[src/rtl/core/tef_pkg.sv]
// tef_pkg: shared types and codes of the timestamped event fifo
// request codes, slot entry layout and the counter update request
// no dependencies
package tef_pkg;

  localparam int unsigned IdW    = 8;
  localparam int unsigned DataW  = 32;
  localparam int unsigned ReqW   = 2;

  typedef enum logic [ReqW-1:0] {
    REQ_ENQUEUE = 2'd0,
    REQ_DEQUEUE = 2'd1,
    REQ_QUERY   = 2'd2
  } req_e;

  typedef struct packed {
    logic [IdW-1:0]   id;
    logic [DataW-1:0] aux;
    logic [DataW-1:0] stamp;
  } slot_entry_t;

  typedef struct packed {
    logic           inc;
    logic [IdW-1:0] id;
  } cnt_upd_t;

endpackage

[src/rtl/core/tef_slot_ram.sv]
// tef_slot_ram: slot storage of the event queue, one write and one read port
// read data is registered and held while no read is requested
// depends on tef_pkg
module tef_slot_ram #(
  parameter int unsigned DEPTH = 64
) (
  input  logic                         clk_i,
  input  logic                         we_i,
  input  logic [$clog2(DEPTH)-1:0]     waddr_i,
  input  tef_pkg::slot_entry_t         wdata_i,
  input  logic                         re_i,
  input  logic [$clog2(DEPTH)-1:0]     raddr_i,
  output tef_pkg::slot_entry_t         rdata_o
);

  tef_pkg::slot_entry_t mem_q [DEPTH];
  tef_pkg::slot_entry_t rdata_q;

  always_ff @(posedge clk_i) begin
    if (we_i) begin
      mem_q[waddr_i] <= wdata_i;
    end
  end

  always_ff @(posedge clk_i) begin
    if (re_i) begin
      rdata_q <= mem_q[raddr_i];
    end
  end

  assign rdata_o = rdata_q;

endmodule

[config.mk]
export PLATFORM = sky130hd
export DESIGN_NAME = tef_slot_ram
export DESIGN_NICKNAME = d
export VERILOG_FILES = /design/src/rtl/core/tef_pkg.sv /design/src/rtl/core/tef_slot_ram.sv
export SDC_FILE = /design/constraint.sdc
export NUM_CORES = 2
export LEC_CHECK = 0
export BUFFER_PORTS_ARGS = -buffer_cell sky130_fd_sc_hd__buf_4
export CAP_MARGIN = 20
export CORE_ASPECT_RATIO = 0.6
export CORE_MARGIN = 2
export CORE_UTILIZATION = 30
export CTS_CLUSTER_SIZE = 20
export DETAILED_ROUTE_END_ITERATION = 7
export GPL_TIMING_DRIVEN = 0
export PLACE_DENSITY = 0.42
export SYNTH_ARGS = -nofsm -noshare
export SYNTH_HDL_FRONTEND = slang
export SYNTH_MEMORY_MAX_BITS = 65536
export SYNTH_SLANG_ARGS = --single-unit
[constraint.sdc]
create_clock -name clk_i -period 6.8 [get_ports clk_i]
set_input_delay 0.34 -clock clk_i [delete_from_list [all_inputs] [get_ports clk_i]]
set_output_delay 0.34 -clock clk_i [all_outputs]
set_load 0.005 [all_outputs]
* Word-level counts from Yosys, hierarchy flattened *
Memory sizes are Yosys's and may differ from the RTL's. A register that Yosys moved wholly into a read port is not among the register bits.
Cells that the tools add are included.

storage, ports and cells
  register bits after elaboration = 0
  bits in writable memories = 4,608
  input bits = 87
  output and inout port bits = 72
  logic and storage cells = 3
  memories kept = 1

memories
  name   depth  width  rd ports  clocked after memory_dff  write ports  line                text
  mem_q  64     72     1         1                         1            tef_slot_ram.sv:16  tef_pkg::slot_entry_t mem_q [DEPTH];

cells by class
  multiplexer cells = 2

operator list
  operator          count
  1-bit 2-to-1 mux  2

* Longest topological paths before layout *
  depth in word-level cells = 2
  gate-level depth with buffers = 8
  mapped depth without buffers = 4

* Worst setup path before layout *
No wires, ideal clock.

  path type = input -> register
  from = in waddr_i[3]
  to = mem mem_q[48][0] in the netlist's numbering (enable)
  library setup time = 590 ps
  data arrival time = 5,748 ps
  data required time = 6,210 ps
  setup slack = 461 ps
  stages = 4
  path buffers = 1
  cells stage by stage = clkbuf_1 -> nor2b_1 -> nand4b_1 -> nor3_1

RTL lines
  element      line                text
  from (decl)  tef_slot_ram.sv:9   input logic [$clog2(DEPTH)-1:0] waddr_i,
  to (decl)    tef_slot_ram.sv:16

No word-level cell before the write port.

==> impl_metrics.toml <==
[timing]
max_freq_mhz = 234
skew_ns = 0.0678
period_minus_slack_ns = 4.27
fin_setup_tns_ns = 0
tightest_slew_ns = 1.27
setup_ws_ns = 2.53
rsz0062_at_grt = "no"
timing_hold_violations_final = 0
timing.slew.headroom_pct = 14.8
drv_slew = 0
setup_viol = 0
fin_crit_sh_pct = 62.8

[place]
placedCellCount = 15700
io_buffers = 151
place_congestion = 0.803
post-place-ws_ns = 1.25
hpwl_um = 478000

[power_and_ir_drop]
seqPwrFrac_pct = 52.8
internal_power_mw = 46.6
vdd_ir_drop_max_mv = 0.242
power_per_cell_area_nw_per_um2 = 288
finalPower_mw = 60.7
power_switching_mw = 14.1
p_leak_nw = 64.8
clockPowerShare_pct = 40.6
netSwitchingFraction_pct = 23.2
combPwrFrac_pct = 6.6

[logic_synthesis]
synth_cell_types = 26
async_reset_ff_share_pct = 0
synth_most_common_cell = "edfxtp_1"
synth_area_um2 = 176000
synth_seq_cells = 4680
yosys-top-cells-area = "edfxtp_1 80%, mux4_2 15%, a22oi_1 1.2%"
synth_common_cells = "4,680 x edfxtp_1, 1,152 x mux4_2, 288 x a22oi_1"
ys_seq_area_share_pct = 79.9
postSynthAreaPerCell_um2 = 24.1
synth.top_cell.area_share_pct = 79.9
synthFlopType = "edfxtp_1"
synth-edff-count = 4680
synth.largest_area_cell = "edfxtp_1"
yosys_warnings = 0
synthesis.nets = 7392
netlist_instances = 7305

[run]
max-cap-violations = 0

[global_route]
antenna_found_initial = 111
grt-ovfl-total = 0
met3_usage_pct = 7.23
gr-usage-met2_pct = 31.3
grt_first_pass_wirelength_um = 872000
grt_start_max_net_pins = 65
first_global_vias = 87500
grt_use_met1_pct = 34.0
grt_use_total_pct = 22.3
busiest_layer = "met1"

[setup_path]
crit_path_max_fanout = 10
cp-end-kind = "register"
path_class = "input pin to register"
cp.required_ns = 7.53
cp.arrival_ns = 5.01
critPathLaunchType = "input pin"

[final_layout]
syn_to_final_growth_pct = 19.8
layout-drive-gt1-share_pct = 31.0
layout.nets = 8500
regArea_um2 = 141000
nFillCells = 53100
multi_input_area_um2 = 34200
instances_no_fill = 16600

[drt]
ant_nets = 0
drc = 0
first_pass_iters = 8
drt_iter0_drc = 16400
via_per_inst = 5.55
routed_wl_um = 679000
vias = 92100
wire_per_inst_um = 40.9

[floorplanning]
fp.dieW_um = 993
io_pins = 159
num_rows = 217
die_area_um2 = 593000
start_util_pct = 30.2
coreArea_um2 = 583000
die_h_um = 597

[clocking]
clk_path_buf_depth = 4
clk-insertion-delay-late_ns = 1.01
cts_tree = "done"
cts_root_buffer = "clkbuf_16"
htreeDepth = 5
cts_buffers = 452
cts.clk_slew.worst_paths_ns = 0.07
cts.sinks = 4680

[status]
status = "finished, final reports clean"

[worst_hold_path]
hold_class = "input pin to register"
[per-stage QoR]
stage / util [%] / cell area [µm²] / hold WS [ns]
final: 36.1 / 211000 / 0.0779
after detailed placement: 33.6 / 196000 / 0.742
after floorplan: - / 176000 / 0.439
after global routing: 36.1 / 211000 / 0.0396
after CTS: 36.1 / 210000 / 0.0126
after global placement: 32.0 / 187000 / 0.750
[kinds of logic (layout without fill, tap and decap cells)]
| logic type | Yosys count | after routing | share of synthesized area (%) |
|---|---|---|---|
| flip-flops | 4680 | 4680 | 79.9 |
| multiplexers | 1260 | 1260 | 15.4 |
| AO/OA/AOI/OAI | 630 | 630 | 2.73 |
| AND/OR/NAND/NOR | 317 | 317 | 0.878 |
| buffers and inverters | 418 | 1899 | 1.15 |
| other | 0 | 42 | 0 |
[flip-flops by register name, indices dropped and copies added (netlist names)]
register and count:
rdata_o 72, mem_q 4608
[placed cells by master (no fill, tap or decap), types with 69 or more instances in the layout]
| cell type | count |
|---|---|
| o211a_1 | 72 |
| a22oi_1 | 288 |
| mux2i_1 | 108 |
| clkinv_2 | 69 |
| clkbuf_16 | 460 |
| edfxtp_1 | 4680 |
| buf_12 | 255 |
| o22ai_1 | 144 |
| clkinv_1 | 131 |
| mux4_2 | 1152 |
| nand3_1 | 128 |
| dlygate4sd3_1 | 72 |
| buf_4 | 218 |
| clkbuf_1 | 229 |
| buf_2 | 195 |
[worst paths after layout]
| kind | startpoint | end | slack [ns] | cells past startpoint |
|---|---|---|---|---|
| max | raddr_i[2] | rdata_o[46] | 2.53 | 9 |
| min | wdata_i[59] | mem_q[20][59] | 0.08 | 1 |
| max reg2reg | mem_q[58][40] | rdata_o[40] | 4.06 | 4 |
| min reg2reg | mem_q[36][30] | rdata_o[30] | 0.92 | 4 |
[power groups by stage]
stage / Combinational [mW] / Sequential, mW / Clock, mW
4_1_cts: 3.96 / 32.1 / 25.1
6_report: 3.99 / 32.1 / 24.7
3_5_place_dp: 3.91 / 32.7 / 0
3_3_place_gp: 3.58 / 32.7 / 0
5_1_grt: 4.12 / 32.1 / 26.2
2_1_floorplan: 1.47 / 32.7 / 0
[metal layers]
layer	share of wire, %	vias to the layer above
met5	0.12	-
met4	2.1	24
met3	12	770
met2	41	5509
met1	44	51600
li1	-	34200
[what timing repair did]
| action | in CTS | in global routing |
|---|---|---|
| endpoints found under the setup margin | 0 | 0 |
| buffers inserted | 0 | 0 |
| endpoints found under the hold margin | 1859 | 0 |
| hold buffers | 72 | 0 |
| gates resized for setup | 0 | 0 |
[cell type report]
cell class | count | share of cell area (%)
Timing Repair Buffer | 654 | 4.78
Clock inverter | 266 | 0.996
Multi-Input combinational cell | 2207 | 16.2
Buffer | 418 | 0.976
Sequential cell | 4680 | 66.7
Tap cell | 7774 | 4.62
Antenna cell | 42 | 0.0499
Clock buffer | 561 | 5.64
[critical path: stages]
cell,delay [ns]
buf_2,0.44
buf_2,0.92
buf_2,0.59
nand3_1,0.79
clkbuf_1,0.69
o22ai_1,0.50
a211oi_4,0.10
buf_16,0.21
o211a_1,0.31
(Power assumes the default switching activity.)
