### src/rtl/core/tef_pkg.sv
// tef_pkg: shared types and codes of the timestamped event fifo
// request codes, slot entry layout and the counter update request
// no dependencies
package tef_pkg;

  localparam int unsigned IdW    = 8;
  localparam int unsigned DataW  = 32;
  localparam int unsigned ReqW   = 2;

  typedef enum logic [ReqW-1:0] {
    REQ_ENQUEUE = 2'd0,
    REQ_DEQUEUE = 2'd1,
    REQ_QUERY   = 2'd2
  } req_e;

  typedef struct packed {
    logic [IdW-1:0]   id;
    logic [DataW-1:0] aux;
    logic [DataW-1:0] stamp;
  } slot_entry_t;

  typedef struct packed {
    logic           inc;
    logic [IdW-1:0] id;
  } cnt_upd_t;

endpackage

### src/rtl/core/tef_type_counters.sv
// tef_type_counters: per-type event counters, entry 0 is the total
// one increment request and one lookup per cycle, out of range reads give zero
// depends on tef_pkg
module tef_type_counters #(
  parameter int unsigned TYPE_COUNT = 16
) (
  input  logic                        clk_i,
  input  logic                        rst_ni,
  input  tef_pkg::cnt_upd_t           upd_i,
  input  logic [tef_pkg::IdW-1:0]     rd_id_i,
  output logic [tef_pkg::DataW-1:0]   rd_count_o
);

  localparam int unsigned TidW = $clog2(TYPE_COUNT);
  localparam logic [tef_pkg::IdW:0] IdLimit = (tef_pkg::IdW + 1)'(TYPE_COUNT);

  logic [tef_pkg::DataW-1:0] cnt_q [TYPE_COUNT];
  logic [TidW-1:0]           upd_idx;
  logic [TidW-1:0]           rd_idx;
  logic                      rd_in_range;

  assign upd_idx     = upd_i.id[TidW-1:0];
  assign rd_idx      = rd_id_i[TidW-1:0];
  assign rd_in_range = {1'b0, rd_id_i} < IdLimit;

  // caller only increments for ids 1 .. TYPE_COUNT-1, so the two writes never collide
  always_ff @(posedge clk_i or negedge rst_ni) begin
    if (!rst_ni) begin
      for (int i = 0; i < int'(TYPE_COUNT); i++) begin
        cnt_q[i] <= '0;
      end
    end else if (upd_i.inc) begin
      cnt_q[upd_idx] <= cnt_q[upd_idx] + 1'b1;
      cnt_q[0]       <= cnt_q[0] + 1'b1;
    end
  end

  assign rd_count_o = rd_in_range ? cnt_q[rd_idx] : '0;

endmodule

### config.mk
export PLATFORM = sky130hd
export DESIGN_NAME = tef_type_counters
export DESIGN_NICKNAME = d
export VERILOG_FILES = /design/src/rtl/core/tef_pkg.sv /design/src/rtl/core/tef_type_counters.sv
export SDC_FILE = /design/constraint.sdc
export NUM_CORES = 1
export LEC_CHECK = 0
export BUFFER_PORTS_ARGS = -buffer_cell sky130_fd_sc_hd__buf_2
export CORE_ASPECT_RATIO = 0.75
export CORE_MARGIN = 2
export CORE_UTILIZATION = 57
export DETAILED_ROUTE_END_ITERATION = 16
export GPL_TIMING_DRIVEN = 1
export PLACE_DENSITY = 0.73
export SLEW_MARGIN = 20
export SYNTH_ARGS = -nofsm -noshare
export SYNTH_HDL_FRONTEND = slang
export SYNTH_SLANG_ARGS = --single-unit
### constraint.sdc
create_clock -name clk_i -period 5.26 [get_ports clk_i]
set_input_delay 1.052 -clock clk_i [delete_from_list [all_inputs] [get_ports clk_i]]
set_output_delay 1.052 -clock clk_i [all_outputs]
set_load 0.005 [all_outputs]
# Yosys cells after proc, flatten, opt, wreduce, memory -nomap -nowiden
# Cells that the tools add are included.
[op_classes] n_mux=10 n_lt_le_gt_ge=4 addsub=2 reduce_logical=1 bitwise_logic=2
[ops] op="bitwise mux 512 bit" count=1
[ops] op="binary-select mux 32 bit (select 4 bit)" count=2
[ops] op="two-way mux 32 bit" count=6
[ops] op="demux 32 bit (select 4 bit)" count=1
[ops] op="adder 32 x 1 -> 32 bit (second input constant)" count=2
[ops] op="greater-or-equal comparator 5 bit (second input constant)" count=2
[ops] op="NOT 4 -> 5 bit" count=2
[ops] op="< comparator 8 x 5 -> 1 bit (second input constant)" count=1
[ops] op="< comparator 5 x 1 -> 1 bit (second input constant)" count=1
[ops] op="logical AND 1 bit" count=1
[totals] inputBits=19 regBits=512 elab_cells=35

# Longest topological paths before layout
[logic_depth] ltp_word=6 mapped_depth=13

# Worst setup path before layout
# Ideal clock, no wire load.
[synth_path] path_type="input to output" start="input rd_id_i[0] (netlist bit)" end="output rd_count_o[11] (netlist bit)" path_slack_ns=0.964 stages=5 t_required_ns=4.208 arrival_ns=3.244 n_path_buf=2 cell_sequence="clkbuf_1 > buf_1 > mux4_2 > mux4_2 > nor2b_1"
[synth_between] elab_chain_cells=5
[synth_rtl] element="start: declaration" line_no="tef_type_counters.sv:10" source="input logic [tef_pkg::IdW-1:0] rd_id_i,"
[synth_rtl] element="NOT 4 -> 5 bit (implied by the code)" line_no="tef_type_counters.sv:38" source="assign rd_count_o = rd_in_range ? cnt_q[rd_idx] : '0;"
[synth_rtl] element="binary-select mux 32 bit (select 4 bit)" line_no="tef_type_counters.sv:38"
[synth_rtl] element="two-way mux 32 bit (implied by the code) (2 in a row)" line_no="tef_type_counters.sv:38"
[synth_rtl] element="two-way mux 32 bit (*)" line_no="tef_type_counters.sv:38"
[synth_rtl] element="end: declaration" line_no="tef_type_counters.sv:11" source="output logic [tef_pkg::DataW-1:0] rd_count_o"
# Mark *: on every way between the ends. The rest lies on a longest branch, timed or not. The select of a mux whose other input is x is not followed.

# Worst setup path in the final report
[layout_path] start="input rd_id_i[0] (netlist bit)" end="output rd_count_o[21] (netlist bit)"
# Same word-level chain as after synthesis.

==> metrics <==
root buffer cell clkbuf_16; Layout area overhead 9.67%; # setup viols final 0; cell internal pwr 8.79 mW; Sw Pwr 3.93 mW; clock skew 0.0216 ns; CP Class in -> out; DIE WIDTH 255 um; placer congestion estimate 0.820; r2r worst-path depth 10; Worst setup EP type output port; Hold Crit Class reg -> reg; Reg2Reg Setup Slack 2.11 ns; hold-critical path depth 2; Ports 51; Min-Delay Startpoint cnt_q[429]$_DFFE_PN0P_; Seq pwr share 45.7%; CP max stage cell mux4_2; post-CTS setup buffers 0; commonest non-fill, non-tap cell in the layout dfrtp_1; crit path DAT 3.19 ns; DP HPWL 44900 um; placed cell areas 28000 um^2; Final ANT Viol Nets 0; sequential-to-total area share from yosys stat 47.5%; CTS tree yes; sw frac 30.9%; unrepaired setup endpoints after global routing false; grt total ovfl 0; Regs by FF count cnt_q: 512 flops; vias in the first global route 19700; EDFF count, synth 0; Final #Nets 2236; PostCTS Resize Cnt 0; synthesized area per cell 12.0 um^2; H-tree levels 2; Worst Path Buf+Inv 3; routed vias/inst 6.65; final instance area 29600 um^2; initial antenna violation count 2; drt pass-1 iters 6; fill count 3476; crit share post-route 80.7%; share of post-route cells with drive strength above 1 26.5%; Clock power frac 28.0%; Routed WL 73500 um; RR Endpoint cnt_q[438]$_DFFE_PN0P_; DIE HEIGHT 192 um; WL per Instance 25.5 um; syn nets 2269; Tot GR Track Use 31.3%; routed via count 19100; final antenna diode count 0; leakage power 12.2 nW; clk sinks 512; worst-skew pair later-pin latency 0.58 ns; Yosys warning count 0; pwr/cell area 430 nW/um^2; asr flop ratio synth 100%; register bit count reported by yosys 512; CTS max path bufs 3; CTS Buf Count 50; CTS clk-pin slew, worst paths 0.06 ns; outcome complete, no violations; Slew @ Worst Pin 1.02 ns; Cell Area, Synth 27000 um^2; Primary FF master, synth dfrtp_1; reg-to-reg critical path startpoint cnt_q[481]$_DFFE_PN0P_; delay-heaviest family, CP multiplexers; max frequency 236 MHz; IO Port Bufs 46; Starting DRT DRC Count 1895; max reg flops 512; worst rel slew slack 32.0%; min Tclk post-route 4.24 ns; Hold Vio Cnt, Final 0; first-pass GRT wire length 115000 um; CTS Hold Bufs 0; CP Launch Type primary input; Synth cell types 46; Final Max Tran Viols 0; max cap viols 0; Setup TNS Final 0 ns; Hold Crit Endpoint cnt_q[429]$_DFFE_PN0P_; critical path cell sequence clkbuf_8 > buf_4 > mux4_2 > mux4_2 > nor2b_1 > buf_2; CP max FO 25; commonest non-fill, non-tap cells in the layout 512 x dfrtp_1, 299 x nor2_1, 289 x mux4_2, 282 x a21oi_1, 197 x nand2_1; Cell Rows 68; largest net degree at the start of global routing 107; Core Region 46400 um^2; die area 49100 um^2; Synth Instances 2248; Largest Register cnt_q; CP max stage delay 0.56 ns; CP most frequent cell mux4_2; # DRC 0; initial core utilization 58.2%; combinational share of power 26.3%; Critical Path RT 4.21 ns; Max VDD drop 286 uV
synth_stat cells (4+ instances only):
cell type,number,share of area (%)
nand4_2,5,0.23
xnor2_1,31,1.0
and4_1,5,0.16
a22o_1,4,0.13
nor2_1,309,4.3
dfrtp_1,512,48
buf_12,4,0.30
nand2_1,197,2.7
a22oi_1,56,1.6
nor2b_1,34,0.79
clkbuf_1,135,1.9
buf_6,12,0.50
buf_4,10,0.28
xnor2_2,6,0.36
xor2_1,20,0.65
mux2_2,46,1.9
mux4_2,289,24
buf_2,39,0.72
nand3_1,15,0.28
nand3b_1,4,0.11
xor2_2,4,0.24
nand2b_1,4,0.093
and3_1,9,0.21
o21ai_0,145,2.7
a21oi_1,282,5.2
buf_1,12,0.17
a21oi_2,10,0.32
nand4_1,19,0.44
power by group through the flow:
stage | Sequential [mW] | Combinational [mW] | Clock [mW]
2_1_floorplan | 5.58 | 2.60 | 0
3_3_place_gp | 5.72 | 3.17 | 0
3_5_place_dp | 5.85 | 3.31 | 0
4_1_cts | 5.79 | 3.33 | 3.61
5_1_grt | 5.95 | 3.67 | 3.78
6_report | 5.81 | 3.34 | 3.57
area by class of cell:
class	count	area (um^2)	share of cell area, %
clock buffers	71	1500	5.09
clock inverters	15	109	0.368
inverters	3	11.3	0.0381
multi-input cells	1518	13200	44.5
flip-flops and latches	512	12800	43.3
well taps	630	788	2.67
repair buffers	130	1190	4.02
worst max path at each step:
stage | end | start | slack (ns) | cells after the start
final | rd_count_o[21] | rd_id_i[0] | 1.02 | 6
after global routing | rd_count_o[21] | rd_id_i[0] | 0.92 | 6
after CTS | rd_count_o[21] | rd_id_i[0] | 1.01 | 6
after detailed placement | cnt_q[123]$_DFFE_PN0P_ | upd_i[2] | 0.71 | 11
after global placement | cnt_q[247]$_DFFE_PN0P_ | upd_i[2] | 0.86 | 11
after floorplan | rd_count_o[11] | rd_id_i[0] | 0.96 | 5
through the flow:
step	utilization (%)	hold WS, ns	worst slack, ns	power [mW]	cells
2_1_floorplan	-	0.454	0.964	8.18	2248
3_3_place_gp	60.3	0.473	0.856	8.88	2793
3_5_place_dp	60.3	0.487	0.711	9.16	2793
4_1_cts	63.8	0.502	1.01	12.7	2879
5_1_grt	63.8	0.527	0.918	13.4	2879
6_report	63.8	0.497	1.02	12.7	2879
kinds of logic (layout without fill, tap and decap cells):
family                     count (synthesis)  after routing  synth area share, %
and+or+nand+nor                          623            623                 10.1
adders and majority gates                  2              2               0.0928
buffers and inverters                    218            219                 4.06
AOI/OAI and AO/OA                        497            497                 9.94
muxes                                    335            335                 26.1
xor gates and xnor gates                  61             61                 2.26
DFF                                      512            512                 47.5
per-layer routing:
layer / track usage [%] / routed length, um / vias to the layer above
met5: 0 / 13 / -
met4: 11.2 / 2630 / 2
met3: 7.00 / 7370 / 203
met2: 48.3 / 34100 / 937
met1: 44.4 / 29400 / 9842
li1: - / - / 8158
tightest hold or removal path, delay by kind of cell, from the launching register on:
family,cells,cell delay (ns)
AO/OA/AOI/OAI,1,0.06
AND/OR/NAND/NOR,1,0.05
flip-flops,1,0.35
(Power assumes the default switching activity.)
